--- src/rtl/tecs_pkg.sv ---
// Shared types and constants for the touch event coordinate scaler.
// Holds event codes, register indexes, reset values, the controller state
// and the command/status structs. No dependencies.
`timescale 1ns / 1ps

package tecs_pkg;

  localparam int PTR_W     = 12;
  localparam int SCR_REG_W = 13;
  localparam int CFG_IW    = 3;

  localparam logic [15:0] EVT_SYN = 16'h0000;
  localparam logic [15:0] EVT_KEY = 16'h0001;
  localparam logic [15:0] EVT_ABS = 16'h0003;

  localparam logic [15:0] CODE_AX_X       = 16'h0000;
  localparam logic [15:0] CODE_AX_Y       = 16'h0001;
  localparam logic [15:0] CODE_MT_X       = 16'h0035;
  localparam logic [15:0] CODE_MT_Y       = 16'h0036;
  localparam logic [15:0] CODE_MT_TRACK   = 16'h0039;
  localparam logic [15:0] CODE_TOUCH_KEY  = 16'h014A;
  localparam logic [15:0] CODE_SYN_REPORT = 16'h0000;

  localparam logic [31:0] TRACK_NONE = 32'hFFFF_FFFF;

  localparam logic [CFG_IW-1:0] REG_X_MIN = 3'd0;
  localparam logic [CFG_IW-1:0] REG_X_MAX = 3'd1;
  localparam logic [CFG_IW-1:0] REG_Y_MIN = 3'd2;
  localparam logic [CFG_IW-1:0] REG_Y_MAX = 3'd3;
  localparam logic [CFG_IW-1:0] REG_SCR_W = 3'd4;
  localparam logic [CFG_IW-1:0] REG_SCR_H = 3'd5;

  localparam logic [31:0]          X_MIN_RST = 32'd0;
  localparam logic [31:0]          X_MAX_RST = 32'd4095;
  localparam logic [31:0]          Y_MIN_RST = 32'd0;
  localparam logic [31:0]          Y_MAX_RST = 32'd4095;
  localparam logic [SCR_REG_W-1:0] SCR_W_RST = 13'd800;
  localparam logic [SCR_REG_W-1:0] SCR_H_RST = 13'd480;

  typedef enum logic [2:0] {
    ST_IDLE,
    ST_MUL,
    ST_DIV,
    ST_COMMIT,
    ST_POST
  } state_t;

  typedef struct packed {
    logic load_event;
    logic mul;
    logic step;
    logic commit;
    logic load_out;
  } cmd_t;

  typedef struct packed {
    logic is_sync;
  } sts_t;

endpackage

--- src/rtl/touch_event_coordinate_scaler_top.sv ---
// Touch event coordinate scaler, top level. Non-sync requests: latch the event, then
// hand off the result. Sync-report requests: a multiply step,
// 32+log2(MAX_SCREEN_DIM) restoring divider steps (both axes in parallel), a commit
// and a hand-off; a new request is taken only after the result has been handed off,
// and a waiting result holds the hand-off. Synchronous reset restores register
// defaults, clears raw latches, lane results and pressed flag; no clearing pass.
`timescale 1ns / 1ps

module touch_event_coordinate_scaler_top #(
  parameter int MAX_SCREEN_DIM = 4096
) (
  input  logic                         clk,
  input  logic                         rst,
  input  logic                         in_valid,
  output logic                         in_ready,
  input  logic [15:0]                  event_type,
  input  logic [15:0]                  event_code,
  input  logic signed [31:0]           event_value,
  output logic                         out_valid,
  input  logic                         out_ready,
  output logic [tecs_pkg::PTR_W-1:0]   pointer_x,
  output logic [tecs_pkg::PTR_W-1:0]   pointer_y,
  output logic                         pointer_pressed,
  input  logic                         cfg_valid,
  output logic                         cfg_ready,
  input  logic [tecs_pkg::CFG_IW-1:0]  cfg_index,
  input  logic [31:0]                  cfg_data
);

  localparam int DIV_STEPS = 32 + $clog2(MAX_SCREEN_DIM);

  tecs_pkg::cmd_t cmd;
  tecs_pkg::sts_t sts;

  assign cfg_ready = 1'b1;

  tecs_ctrl #(.DIV_STEPS(DIV_STEPS)) u_ctrl (
    .clk       (clk),
    .rst       (rst),
    .in_valid  (in_valid),
    .in_ready  (in_ready),
    .out_valid (out_valid),
    .out_ready (out_ready),
    .sts       (sts),
    .cmd       (cmd)
  );

  tecs_dpath #(.MAX_SCREEN_DIM(MAX_SCREEN_DIM)) u_dpath (
    .clk             (clk),
    .rst             (rst),
    .cfg_we          (cfg_valid && cfg_ready),
    .cfg_index       (cfg_index),
    .cfg_data        (cfg_data),
    .event_type      (event_type),
    .event_code      (event_code),
    .event_value     (event_value),
    .cmd             (cmd),
    .sts             (sts),
    .pointer_x       (pointer_x),
    .pointer_y       (pointer_y),
    .pointer_pressed (pointer_pressed)
  );

  a_sync_starts_mul: assert property (@(posedge clk) disable iff (rst)
    (cmd.load_event && sts.is_sync) |=> cmd.mul)
    else $error("sync request did not start multiply");

  a_mul_then_step: assert property (@(posedge clk) disable iff (rst)
    cmd.mul |=> cmd.step)
    else $error("divider did not follow multiply");

  a_cmd_exclusive: assert property (@(posedge clk) disable iff (rst)
    $onehot0({cmd.load_event, cmd.mul, cmd.step, cmd.commit, cmd.load_out}))
    else $error("overlapping datapath commands");

  a_load_sets_valid: assert property (@(posedge clk) disable iff (rst)
    cmd.load_out |=> out_valid)
    else $error("result load did not raise out_valid");

endmodule

--- src/rtl/tecs_axis.sv ---
// One scaling lane: calibration multiply, restoring divider, clamp to screen.
// Depends on tecs_pkg for the command struct and pointer width.
`timescale 1ns / 1ps

module tecs_axis #(
  parameter int MAX_SCREEN_DIM = 4096
) (
  input  logic                             clk,
  input  logic                             rst,
  input  tecs_pkg::cmd_t                   cmd,
  input  logic signed [31:0]               raw,
  input  logic signed [31:0]               mn,
  input  logic signed [31:0]               mx,
  input  logic [tecs_pkg::SCR_REG_W-1:0]   dim_reg,
  output logic [tecs_pkg::PTR_W-1:0]       screen
);

  localparam int MW = $clog2(MAX_SCREEN_DIM);
  localparam int DW = $clog2(MAX_SCREEN_DIM + 1);
  localparam int PW = 34 + MW;
  localparam int QW = 32 + MW;

  function automatic logic [DW-1:0] eff_dim(input logic [tecs_pkg::SCR_REG_W-1:0] r);
    logic [31:0] r32;
    r32 = 32'(r);
    if (r32 == 32'd0) begin
      return DW'(1);
    end else if (r32 > 32'(MAX_SCREEN_DIM)) begin
      return DW'(MAX_SCREEN_DIM);
    end
    return DW'(r32);
  endfunction

  logic [DW-1:0]        d;
  logic [MW-1:0]        dm1;
  logic [31:0]          d32;
  logic signed [32:0]   diff;
  logic signed [32:0]   den33;
  logic signed [PW-1:0] prod;
  logic                 cal;

  logic [QW-1:0]        num;
  logic [31:0]          rem;
  logic [31:0]          den;
  logic                 neg;
  logic                 cal_r;

  logic [32:0]          rem_sh;
  logic                 fits;
  logic [31:0]          v32;

  assign d     = eff_dim(dim_reg);
  assign dm1   = MW'(d - DW'(1));
  assign d32   = 32'(d);
  assign diff  = $signed({raw[31], raw}) - $signed({mn[31], mn});
  assign den33 = $signed({mx[31], mx}) - $signed({mn[31], mn});
  assign prod  = diff * $signed({1'b0, dm1});
  assign cal   = mx > mn;

  assign rem_sh = {rem, num[QW-1]};
  assign fits   = rem_sh >= {1'b0, den};

  always_comb begin
    if (cal_r) begin
      if (neg) begin
        v32 = 32'd0;
      end else if (num >= QW'(d)) begin
        v32 = d32 - 32'd1;
      end else begin
        v32 = num[31:0];
      end
    end else begin
      if (raw < 0) begin
        v32 = 32'd0;
      end else if (raw >= $signed(d32)) begin
        v32 = d32 - 32'd1;
      end else begin
        v32 = $unsigned(raw);
      end
    end
  end

  always_ff @(posedge clk) begin
    if (cmd.mul) begin
      num   <= prod[QW-1:0];
      neg   <= prod[PW-1];
      rem   <= 32'd0;
      den   <= den33[31:0];
      cal_r <= cal;
    end else if (cmd.step) begin
      rem <= fits ? 32'(rem_sh - {1'b0, den}) : rem_sh[31:0];
      num <= {num[QW-2:0], fits};
    end
  end

  always_ff @(posedge clk) begin
    if (rst) begin
      screen <= '0;
    end else if (cmd.commit) begin
      screen <= v32[tecs_pkg::PTR_W-1:0];
    end
  end

endmodule

--- src/rtl/tecs_dpath.sv ---
// Datapath: configuration registers, raw axis latches, pressed flag,
// two scaling lanes and the result register. Depends on tecs_pkg, tecs_axis.
`timescale 1ns / 1ps

module tecs_dpath #(
  parameter int MAX_SCREEN_DIM = 4096
) (
  input  logic                           clk,
  input  logic                           rst,
  input  logic                           cfg_we,
  input  logic [tecs_pkg::CFG_IW-1:0]    cfg_index,
  input  logic [31:0]                    cfg_data,
  input  logic [15:0]                    event_type,
  input  logic [15:0]                    event_code,
  input  logic signed [31:0]             event_value,
  input  tecs_pkg::cmd_t                 cmd,
  output tecs_pkg::sts_t                 sts,
  output logic [tecs_pkg::PTR_W-1:0]     pointer_x,
  output logic [tecs_pkg::PTR_W-1:0]     pointer_y,
  output logic                           pointer_pressed
);

  logic signed [31:0]              x_min, x_max, y_min, y_max;
  logic [tecs_pkg::SCR_REG_W-1:0]  scr_w, scr_h;
  logic signed [31:0]              raw_x, raw_y;
  logic                            touch_down;
  logic [tecs_pkg::PTR_W-1:0]      screen_x, screen_y;

  assign sts.is_sync = (event_type == tecs_pkg::EVT_SYN) &&
                       (event_code == tecs_pkg::CODE_SYN_REPORT);

  always_ff @(posedge clk) begin
    if (rst) begin
      x_min <= tecs_pkg::X_MIN_RST;
      x_max <= tecs_pkg::X_MAX_RST;
      y_min <= tecs_pkg::Y_MIN_RST;
      y_max <= tecs_pkg::Y_MAX_RST;
      scr_w <= tecs_pkg::SCR_W_RST;
      scr_h <= tecs_pkg::SCR_H_RST;
    end else if (cfg_we) begin
      unique case (cfg_index)
        tecs_pkg::REG_X_MIN: x_min <= cfg_data;
        tecs_pkg::REG_X_MAX: x_max <= cfg_data;
        tecs_pkg::REG_Y_MIN: y_min <= cfg_data;
        tecs_pkg::REG_Y_MAX: y_max <= cfg_data;
        tecs_pkg::REG_SCR_W: scr_w <= cfg_data[tecs_pkg::SCR_REG_W-1:0];
        tecs_pkg::REG_SCR_H: scr_h <= cfg_data[tecs_pkg::SCR_REG_W-1:0];
        default: ;
      endcase
    end
  end

  // latch raw axes and pressed flag from accepted requests that carry them
  always_ff @(posedge clk) begin
    if (rst) begin
      raw_x      <= '0;
      raw_y      <= '0;
      touch_down <= 1'b0;
    end else if (cmd.load_event) begin
      priority if (event_type == tecs_pkg::EVT_ABS) begin
        priority if (event_code == tecs_pkg::CODE_AX_X ||
                     event_code == tecs_pkg::CODE_MT_X) begin
          raw_x <= event_value;
        end else if (event_code == tecs_pkg::CODE_AX_Y ||
                     event_code == tecs_pkg::CODE_MT_Y) begin
          raw_y <= event_value;
        end else if (event_code == tecs_pkg::CODE_MT_TRACK) begin
          touch_down <= (event_value != tecs_pkg::TRACK_NONE);
        end else begin
        end
      end else if (event_type == tecs_pkg::EVT_KEY &&
                   event_code == tecs_pkg::CODE_TOUCH_KEY) begin
        touch_down <= (event_value != 32'sd0);
      end else begin
      end
    end
  end

  tecs_axis #(.MAX_SCREEN_DIM(MAX_SCREEN_DIM)) u_axis_x (
    .clk     (clk),
    .rst     (rst),
    .cmd     (cmd),
    .raw     (raw_x),
    .mn      (x_min),
    .mx      (x_max),
    .dim_reg (scr_w),
    .screen  (screen_x)
  );

  tecs_axis #(.MAX_SCREEN_DIM(MAX_SCREEN_DIM)) u_axis_y (
    .clk     (clk),
    .rst     (rst),
    .cmd     (cmd),
    .raw     (raw_y),
    .mn      (y_min),
    .mx      (y_max),
    .dim_reg (scr_h),
    .screen  (screen_y)
  );

  always_ff @(posedge clk) begin
    if (cmd.load_out) begin
      pointer_x       <= screen_x;
      pointer_y       <= screen_y;
      pointer_pressed <= touch_down;
    end
  end

endmodule

--- src/rtl/tecs_ctrl.sv ---
// Controller: sequences accept, multiply, divider steps, commit and result
// hand-off. Depends on tecs_pkg for state, command and status types.
`timescale 1ns / 1ps

module tecs_ctrl #(
  parameter int DIV_STEPS = 44
) (
  input  logic            clk,
  input  logic            rst,
  input  logic            in_valid,
  output logic            in_ready,
  output logic            out_valid,
  input  logic            out_ready,
  input  tecs_pkg::sts_t  sts,
  output tecs_pkg::cmd_t  cmd
);

  localparam int CW = $clog2(DIV_STEPS);

  tecs_pkg::state_t state, state_next;
  logic [CW-1:0]    cnt, cnt_next;
  logic             out_valid_next;

  always_ff @(posedge clk) begin
    if (rst) begin
      state     <= tecs_pkg::ST_IDLE;
      cnt       <= '0;
      out_valid <= 1'b0;
    end else begin
      state     <= state_next;
      cnt       <= cnt_next;
      out_valid <= out_valid_next;
    end
  end

  always_comb begin
    state_next = state;
    cnt_next   = cnt;
    cmd        = '0;
    in_ready   = 1'b0;
    unique case (state)
      tecs_pkg::ST_IDLE: begin
        in_ready       = 1'b1;
        cmd.load_event = in_valid;
        if (in_valid) begin
          state_next = sts.is_sync ? tecs_pkg::ST_MUL : tecs_pkg::ST_POST;
        end
      end
      tecs_pkg::ST_MUL: begin
        cmd.mul    = 1'b1;
        cnt_next   = '0;
        state_next = tecs_pkg::ST_DIV;
      end
      tecs_pkg::ST_DIV: begin
        cmd.step = 1'b1;
        if (cnt == CW'(DIV_STEPS - 1)) begin
          state_next = tecs_pkg::ST_COMMIT;
        end else begin
          cnt_next = cnt + CW'(1);
        end
      end
      tecs_pkg::ST_COMMIT: begin
        cmd.commit = 1'b1;
        state_next = tecs_pkg::ST_POST;
      end
      tecs_pkg::ST_POST: begin
        // hold until the result slot is free
        cmd.load_out = !out_valid || out_ready;
        if (cmd.load_out) begin
          state_next = tecs_pkg::ST_IDLE;
        end
      end
      default: begin
        state_next = tecs_pkg::ST_IDLE;
      end
    endcase
  end

  always_comb begin
    out_valid_next = out_valid;
    if (cmd.load_out) begin
      out_valid_next = 1'b1;
    end else if (out_ready) begin
      out_valid_next = 1'b0;
    end
  end

endmodule
--- config.mk ---
export PLATFORM = sky130hd
export DESIGN_NAME = touch_event_coordinate_scaler_top
export DESIGN_NICKNAME = d
export VERILOG_FILES = /design/src/rtl/tecs_pkg.sv /design/src/rtl/touch_event_coordinate_scaler_top.sv /design/src/rtl/tecs_axis.sv /design/src/rtl/tecs_dpath.sv /design/src/rtl/tecs_ctrl.sv
export SDC_FILE = /design/constraint.sdc
export NUM_CORES = 2
export LEC_CHECK = 0
export ABC_AREA = 1
export BUFFER_PORTS_ARGS = -buffer_cell sky130_fd_sc_hd__buf_2
export CELL_PAD_IN_SITES_DETAIL_PLACEMENT = 0
export CELL_PAD_IN_SITES_GLOBAL_PLACEMENT = 1
export CORE_MARGIN = 3
export CORE_UTILIZATION = 40
export CTS_CLUSTER_SIZE = 20
export DETAILED_ROUTE_END_ITERATION = 12
export PLACE_DENSITY_LB_ADDON = 0.15
export SETUP_SLACK_MARGIN = 0.4
export SLEW_MARGIN = 5
export SYNTH_ARGS = -nofsm -noshare
export SYNTH_HDL_FRONTEND = slang
export SYNTH_SLANG_ARGS = --single-unit
--- constraint.sdc ---
create_clock -name clk -period 10.15 [get_ports clk]
set_clock_uncertainty 0.1 [all_clocks]
set_input_delay 0.5075 -clock clk [delete_from_list [all_inputs] [get_ports clk]]
set_output_delay 0.5075 -clock clk [all_outputs]
set_load 0.03 [all_outputs]
### Word level (Yosys, flattened, before mapping)

Cells that the tools add are included.

| storage, ports and cells | value |
|---|---|
| bits in latches | 0 |
| word-level logic and storage cells | 152 |
| bits in writable memories | 0 |
| memory bits (read-only) | 0 |
| input port bits | 104 |
| register bits after elaboration | 498 |
| memories kept | 0 |

| cells by class | value |
|---|---|
| eq/ne operators | 25 |
| reduce and logical (&&, ||, !) cells | 28 |
| $mul | 2 |
| div/mod/pow operators | 0 |
| add/subtract/negate cells | 11 |
| shift-type cells | 0 |
| mux-type cells | 46 |
| $lt $le $gt $ge | 12 |
| bitwise logic cells | 1 |

Operators by type and width:

| operator | count |
|---|---|
| $mux W44 | 4 |
| $sub A32 B32 Y32 | 4 |
| $mux W12 | 10 |
| $mul A33 B13 Y46 | 2 |
| $ge A44 B13 Y1 | 2 |
| $mux W13 | 6 |
| $ge A33 B32 Y1 | 2 |
| $sub A32 B32 Y33 | 2 |
| $ge A32 B14 Y1 | 2 |
| $gt A32 B32 Y1 | 2 |
| $lt A32 B1 Y1 const B | 2 |
| $mux W32 | 2 |
| $eq A16 B6 Y1 const B | 3 |
| $sub A12 B1 Y12 const B | 4 |
| $eq A16 B1 Y1 const B | 2 |
| $logic_not A16 Y1 | 2 |
| $ne A32 B32 Y1 const B | 1 |
| $reduce_bool A32 Y1 | 1 |
| $gt A13 B13 Y1 const B | 2 |
| $logic_not A13 Y1 | 2 |
| $mux W1 | 17 |
| $eq A16 B2 Y1 const B | 1 |
| $eq A16 B9 Y1 const B | 1 |
| $pmux W3 S5 | 1 |
| other kinds (20) | 48 |

### Logic depth before layout (Yosys ltp)

| logic depth | value |
|---|---|
| word-level depth | 8 |
| depth in mapped cells | 39 |

### Modules after synthesis

A second synthesis with hierarchy kept.

| unflattened totals | value |
|---|---|
| cell total of the unflattened synthesis | 8,593 |
| area, all modules | 62,777.7 um^2 |

By module, submodules not included:

| module | times used | area each (um^2) | cells each | seq. area each (um^2) |
|---|---|---|---|---|
| tecs_axis (u_dpath.u_axis_y) | 1 | 26,511.7 | 3,667 | 3,223.1 |
| tecs_axis (u_dpath.u_axis_x) | 1 | 26,263.9 | 3,566 | 3,223.1 |
| tecs_dpath | 1 | 9,429.0 | 1,269 | 5,134.9 |
| tecs_ctrl | 1 | 561.8 | 89 | 200.2 |
| touch_event_coordinate_scaler_top | 1 | 11.3 | 2 | 0.0 |

### Worst setup path before layout

Ideal clock, no wire load.

| path | value |
|---|---|
| kind | flip-flop to flip-flop |
| start point | reg u_dpath.raw_y[0] |
| end point | reg u_dpath.u_axis_y.num[38], data pin |
| slack | 3,342 ps |
| cell stages (with the launch flop) | 35 |
| arrival | 6,454 ps |
| buffers on the path | 1 |
| cell sequence | dfxtp_1 > inv_1 > ha_1 > inv_1 > fa_1 > nand3_1 > nand2_1 > a21oi_2 > o21ai_1 > nand3_1 > nand2_1 > nand3_1 > nand2_1 > nand2_1 > nand2_1 > buf_4 > nor2_1 > fa_1 > fa_1 > inv_1 > fa_1 > inv_1 > fa_1 > inv_1 > fa_1 > inv_1 > ha_1 > a21oi_1 > a21boi_0 > o21ai_0 > a21oi_1 > nand3_1 > or2_2 > nand3_1 > nand2_1 |

| between the ends | value |
|---|---|
| longest elaborated chain between the ends | 3 |

RTL lines:

| what | line | text |
|---|---|---|
| start, declared | tecs_dpath.sv:25 | `logic signed [31:0] raw_x, raw_y;` |
| start signal, assigned | tecs_dpath.sv:66 | `raw_y <= event_value;` |
| $sub A32 B32 Y33 | tecs_axis.sv:55 | `assign diff = $signed({raw[31], raw}) - $signed({mn[31], mn});` |
| $mul A33 B13 Y46 | tecs_axis.sv:57 | `assign prod = diff * $signed({1'b0, dm1});` |
| $mux W44 | tecs_axis.sv:84 | `if (cmd.mul) begin` |
| end signal, assigned | tecs_axis.sv:85 | `num <= prod[QW-1:0];` |
| end signal, assigned | tecs_axis.sv:92 | `num <= {num[QW-2:0], fits};` |
| end, declared | tecs_axis.sv:42 | `logic [QW-1:0] num;` |

No other way between the ends.
A chain may end at the register's enable or synchronous reset.

### Final worst setup path

| path | value |
|---|---|
| start point | reg u_dpath.raw_y[0] |
| end point | reg u_dpath.u_axis_y.num[22], data pin |

The elaborated chain is that of the path after synthesis.

==> results.md <==
Final layout:
- The final net count is 9456.
- The number of filler cells placed in the layout is 15.83k.
- The leading cell type in the layout, fill and taps excluded is nand2_1.
- The post-route netlist has 5.583% of its cells at a drive strength greater than 1.
- From synthesis to final layout, the design area changed by 8.308%.
- Leaving out fill and tap cells, the most frequent cells in the layout are nand2_1 (1701), inv_1 (1520), nor2_1 (924).

Min path:
- The min-delay analysis places its worst path in the category input pin to flop.
- For hold timing, the worst endpoint is u_dpath.raw_y[28].
- In this run the most critical hold path is launched from event_value[28].
- The hold-critical path depth is 3.

STA:
- The post-route clock period utilization is roughly 83%.
- The hold violation total from the final report came to 0.
- The maximum operating frequency is approximately 120 MHz.
- The transition time of the tightest slew-check pin is approximately 1.4 ns.
- Adding up every negative setup slack in the final design gives 0 ns.
- Setup repair after global routing left no endpoint under its margin.
- The number of pins with negative max-slew slack in the final report is 0.
- After layout, the minimum clock period comes to between 8 and 9 ns.
- The worst slew slack as a fraction of its limit is 3.369%.
- Setup violations remaining at the end of the flow were counted as 0.

Drt:
- The first-pass detailed-route iteration total is 6.
- The via count is 53.95k.
- The remaining number of nets flagged by the antenna check after routing is 0.
- The final wirelength is 219400 um.
- The violation count after the first detailed-routing iteration is 4099.
- The post-route DRC violation count is 0.
- Using the TritonRoute via totals, the vias-per-cell ratio works out to 5.251.
- The average wire length per cell after detail routing is 21.35 um.

Clock tree:
- The clock reaches the later pin of the worst-skew pair after 0.69 ns.
- In this run, post-CTS repair resized a total of 0 instances.
- The post-CTS setup buffer count is 0.
- After clock tree synthesis, the clock-pin slew on the worst setup and hold paths is 0.06 ns.
- The maximum count of clock buffers along a single path is 3.
- The library cell used as clock root buffer is clkbuf_16.
- The CTS buffer count is 69.
- In this run the number of H-tree levels came out at 3.
- The clock sink count is 498.
- TritonCTS built the clock tree.
- Buffers inserted to repair hold after CTS numbered 0.

Floorplanning:
- The die area is 156500 sq um.
- The site row count is 142.
- Once the floorplan was initialized, standard cells occupied 40.40% of the core.
- The die boundary width is 395.6 um.
- The vertical die dimension is 395.6 um.
- The core outline area is 150300 sq um.
- ~130 I/O pins were placed.

Global routing:
- The number of global-route vias before repair was 54.79k.
- The first-pass GRT wire length is 336000 um.
- For this run, the total global-route usage over all layers was measured as 28.04%.
- The maximum number of pins on one net before global-route repair is 105.
- Global routing finished with a remaining overflow of 0.
- The number of antenna violations at the first check in global routing is 14.

Synth:
- The mean cell area of the mapped netlist is 7.441 sq um.
- The net count after synthesis is around 9.4k.
- The cell count after synthesis came out at roughly 8.2k.
- The share of flip-flops with an asynchronous set or reset is 0%.
- The cell area that synthesis handed to floorplanning was 60720 sq um.
- In this run, synthesis produced a sequential element count of around 500.
- Among all flip-flop cells after synthesis, the most frequent one is dfxtp_1.
- The synthesized design contains 181 enable-type register cells.
- The warning count from the yosys run is 0.
- Yosys attributes the largest share of cell area to fa_1 (23%), nand2_1 (11%), dfxtp_1 (10%), inv_1 (9.4%), ha_1 (9.3%).
- The library cell with the largest summed area after synthesis is fa_1.
- The area fraction of the dominant cell type after synthesis is 23.14%.
- The number of distinct standard cells referenced by the synthesized netlist is 71.
- Of the synthesized area, sequential elements account for 19.40%.

Critical path:
- The signal arrival time at the worst endpoint is 8.74 ns.
- The highest fanout seen on the critical path is 9.
- The maximum cell stage delay along the critical path is 0.87 ns.
- The reg-to-reg startpoint is u_dpath.raw_y[0].
- The largest delay contributor family on the critical path is adder cells.
- Data on the critical path is required at its endpoint by 10.46 ns.
- The critical path contains buffers and inverters numbering 8 combined.
- The cell seen most often among critical-path stages is inv_1.
- STA classifies the critical path startpoint as a flop.
- The master of the slowest instance on the critical path is xor2_1.
- The category of the critical setup timing path is flop to flop.
- In this run the critical register-to-register path is captured at u_dpath.u_axis_y.num[22].
- The type of destination of the critical path is a flop.
- The length in cells of the worst reg-to-reg path is 30.
- The register-to-register setup slack is 1.72 ns.

Run status:
- The flow ran to the end, and the final reports show no timing, DRC or antenna violations.

Placement:
- The congestion estimate from routability-driven global placement came to between 0.9 and 1.
- The detailed placer's ending HPWL is 178900 um.
- During placement, the flow inserted port buffers numbering 130.

Run:
- Max-cap violations in this run came to 0.
## registers in the layout (all words and copies together), names as in the netlist, 32 cells and up
register,count
u_dpath.x_min,32
u_dpath.u_axis_x.den,32
u_dpath.u_axis_y.den,32
u_dpath.u_axis_y.num,44
u_dpath.u_axis_x.num,44
u_dpath.u_axis_y.rem,32
u_dpath.u_axis_x.rem,32
u_dpath.y_max,32
u_dpath.x_max,32
u_dpath.y_min,32
u_dpath.raw_y,32
u_dpath.raw_x,32
## per-layer routing
| metal | share of wire, % | GRT usage [%] | vias to the layer above |
|---|---|---|---|
| li1 | - | - | 25730 |
| met1 | 44 | 37.99 | 26340 |
| met2 | 46 | 46.17 | 1561 |
| met3 | 5.9 | 3.746 | 320 |
| met4 | 3.9 | 9.422 | 0 |
| met5 | 0 | 0 | - |
## kinds of logic (layout without fill, tap and decap cells)
family / after synthesis / in the layout / share of synthesized area, %
AOI/OAI and AO/OA: 1212 / 1212 / 11.09
xor gates and xnor gates: 200 / 200 / 3.274
adders and majority gates: 1151 / 1151 / 32.40
buffers and inverters: 1783 / 1880 / 11.29
DFF: 498 / 498 / 19.40
other: 1 / 3 / 0.006176
and+or+nand+nor: 3315 / 3315 / 22.54
## cell type report
| class | instances | area, sq um | area share, % |
|---|---|---|---|
| clock inverter | 37 | 464.2 | 0.7058 |
| tap | 2016 | 2522 | 3.835 |
| multi-input combinational | 5879 | 42140 | 64.07 |
| antenna | 2 | 5.005 | 0.007610 |
| clock buffer | 90 | 1938 | 2.947 |
| inverter | 1579 | 5937 | 9.027 |
| timing repair buffer | 174 | 980.9 | 1.492 |
| sequential | 498 | 11780 | 17.91 |
## per-stage QoR
| stage | instances | util, % | worst slack, ns | hold slack, ns | instance area (sq um) |
|---|---|---|---|---|---|
| finish | 10280 | 43.75 | 1.722 | 0.1025 | 65770 |
| detailed placement | 10150 | 42.15 | 1.810 | 0.3094 | 63360 |
| global placement | 10150 | 42.15 | 1.772 | 0.3102 | 63360 |
| floorplan | 8160 | - | 3.342 | 0.3007 | 60720 |
| global route | 10270 | 43.75 | 1.269 | 0.08040 | 65760 |
| CTS | 10270 | 43.75 | 1.813 | 0.05897 | 65760 |
## worst max path at each step
stage          cells after the start                  endpoint  slack (ns)              from
2_1_floorplan                     34  u_dpath.u_axis_y.num[38]        3.34  u_dpath.raw_y[0]
3_3_place_gp                      31  u_dpath.u_axis_x.num[38]        1.77  u_dpath.scr_w[1]
3_5_place_dp                      32  u_dpath.u_axis_x.num[38]        1.81  u_dpath.x_min[0]
4_1_cts                           32  u_dpath.u_axis_x.num[38]        1.81  u_dpath.x_min[0]
5_1_grt                           32  u_dpath.u_axis_y.num[42]        1.27  u_dpath.raw_y[0]
6_report                          30  u_dpath.u_axis_y.num[22]        1.72  u_dpath.raw_y[0]
## synth_stat cells, types with 43 or more instances
cell,count
buf_2,63
inv_2,51
edfxtp_1,181
nand3b_1,43
nand4_1,76
a21oi_1,471
xor2_1,91
xnor2_1,85
ha_1,449
o21ai_0,478
nor3_1,94
nand2_1,1703
inv_1,1520
dfxtp_1,317
fa_1,702
clkbuf_1,118
nand3_1,361
nor2_1,927
## worst min-delay path, cell delays in order
cell,delay (ns)
buf_2,0.15
inv_1,0.09
a211oi_1,0.07
Power is left out: the tool's default activity adds up to more than one toggle a clock period on the data nets, which glitch-free logic cannot reach.
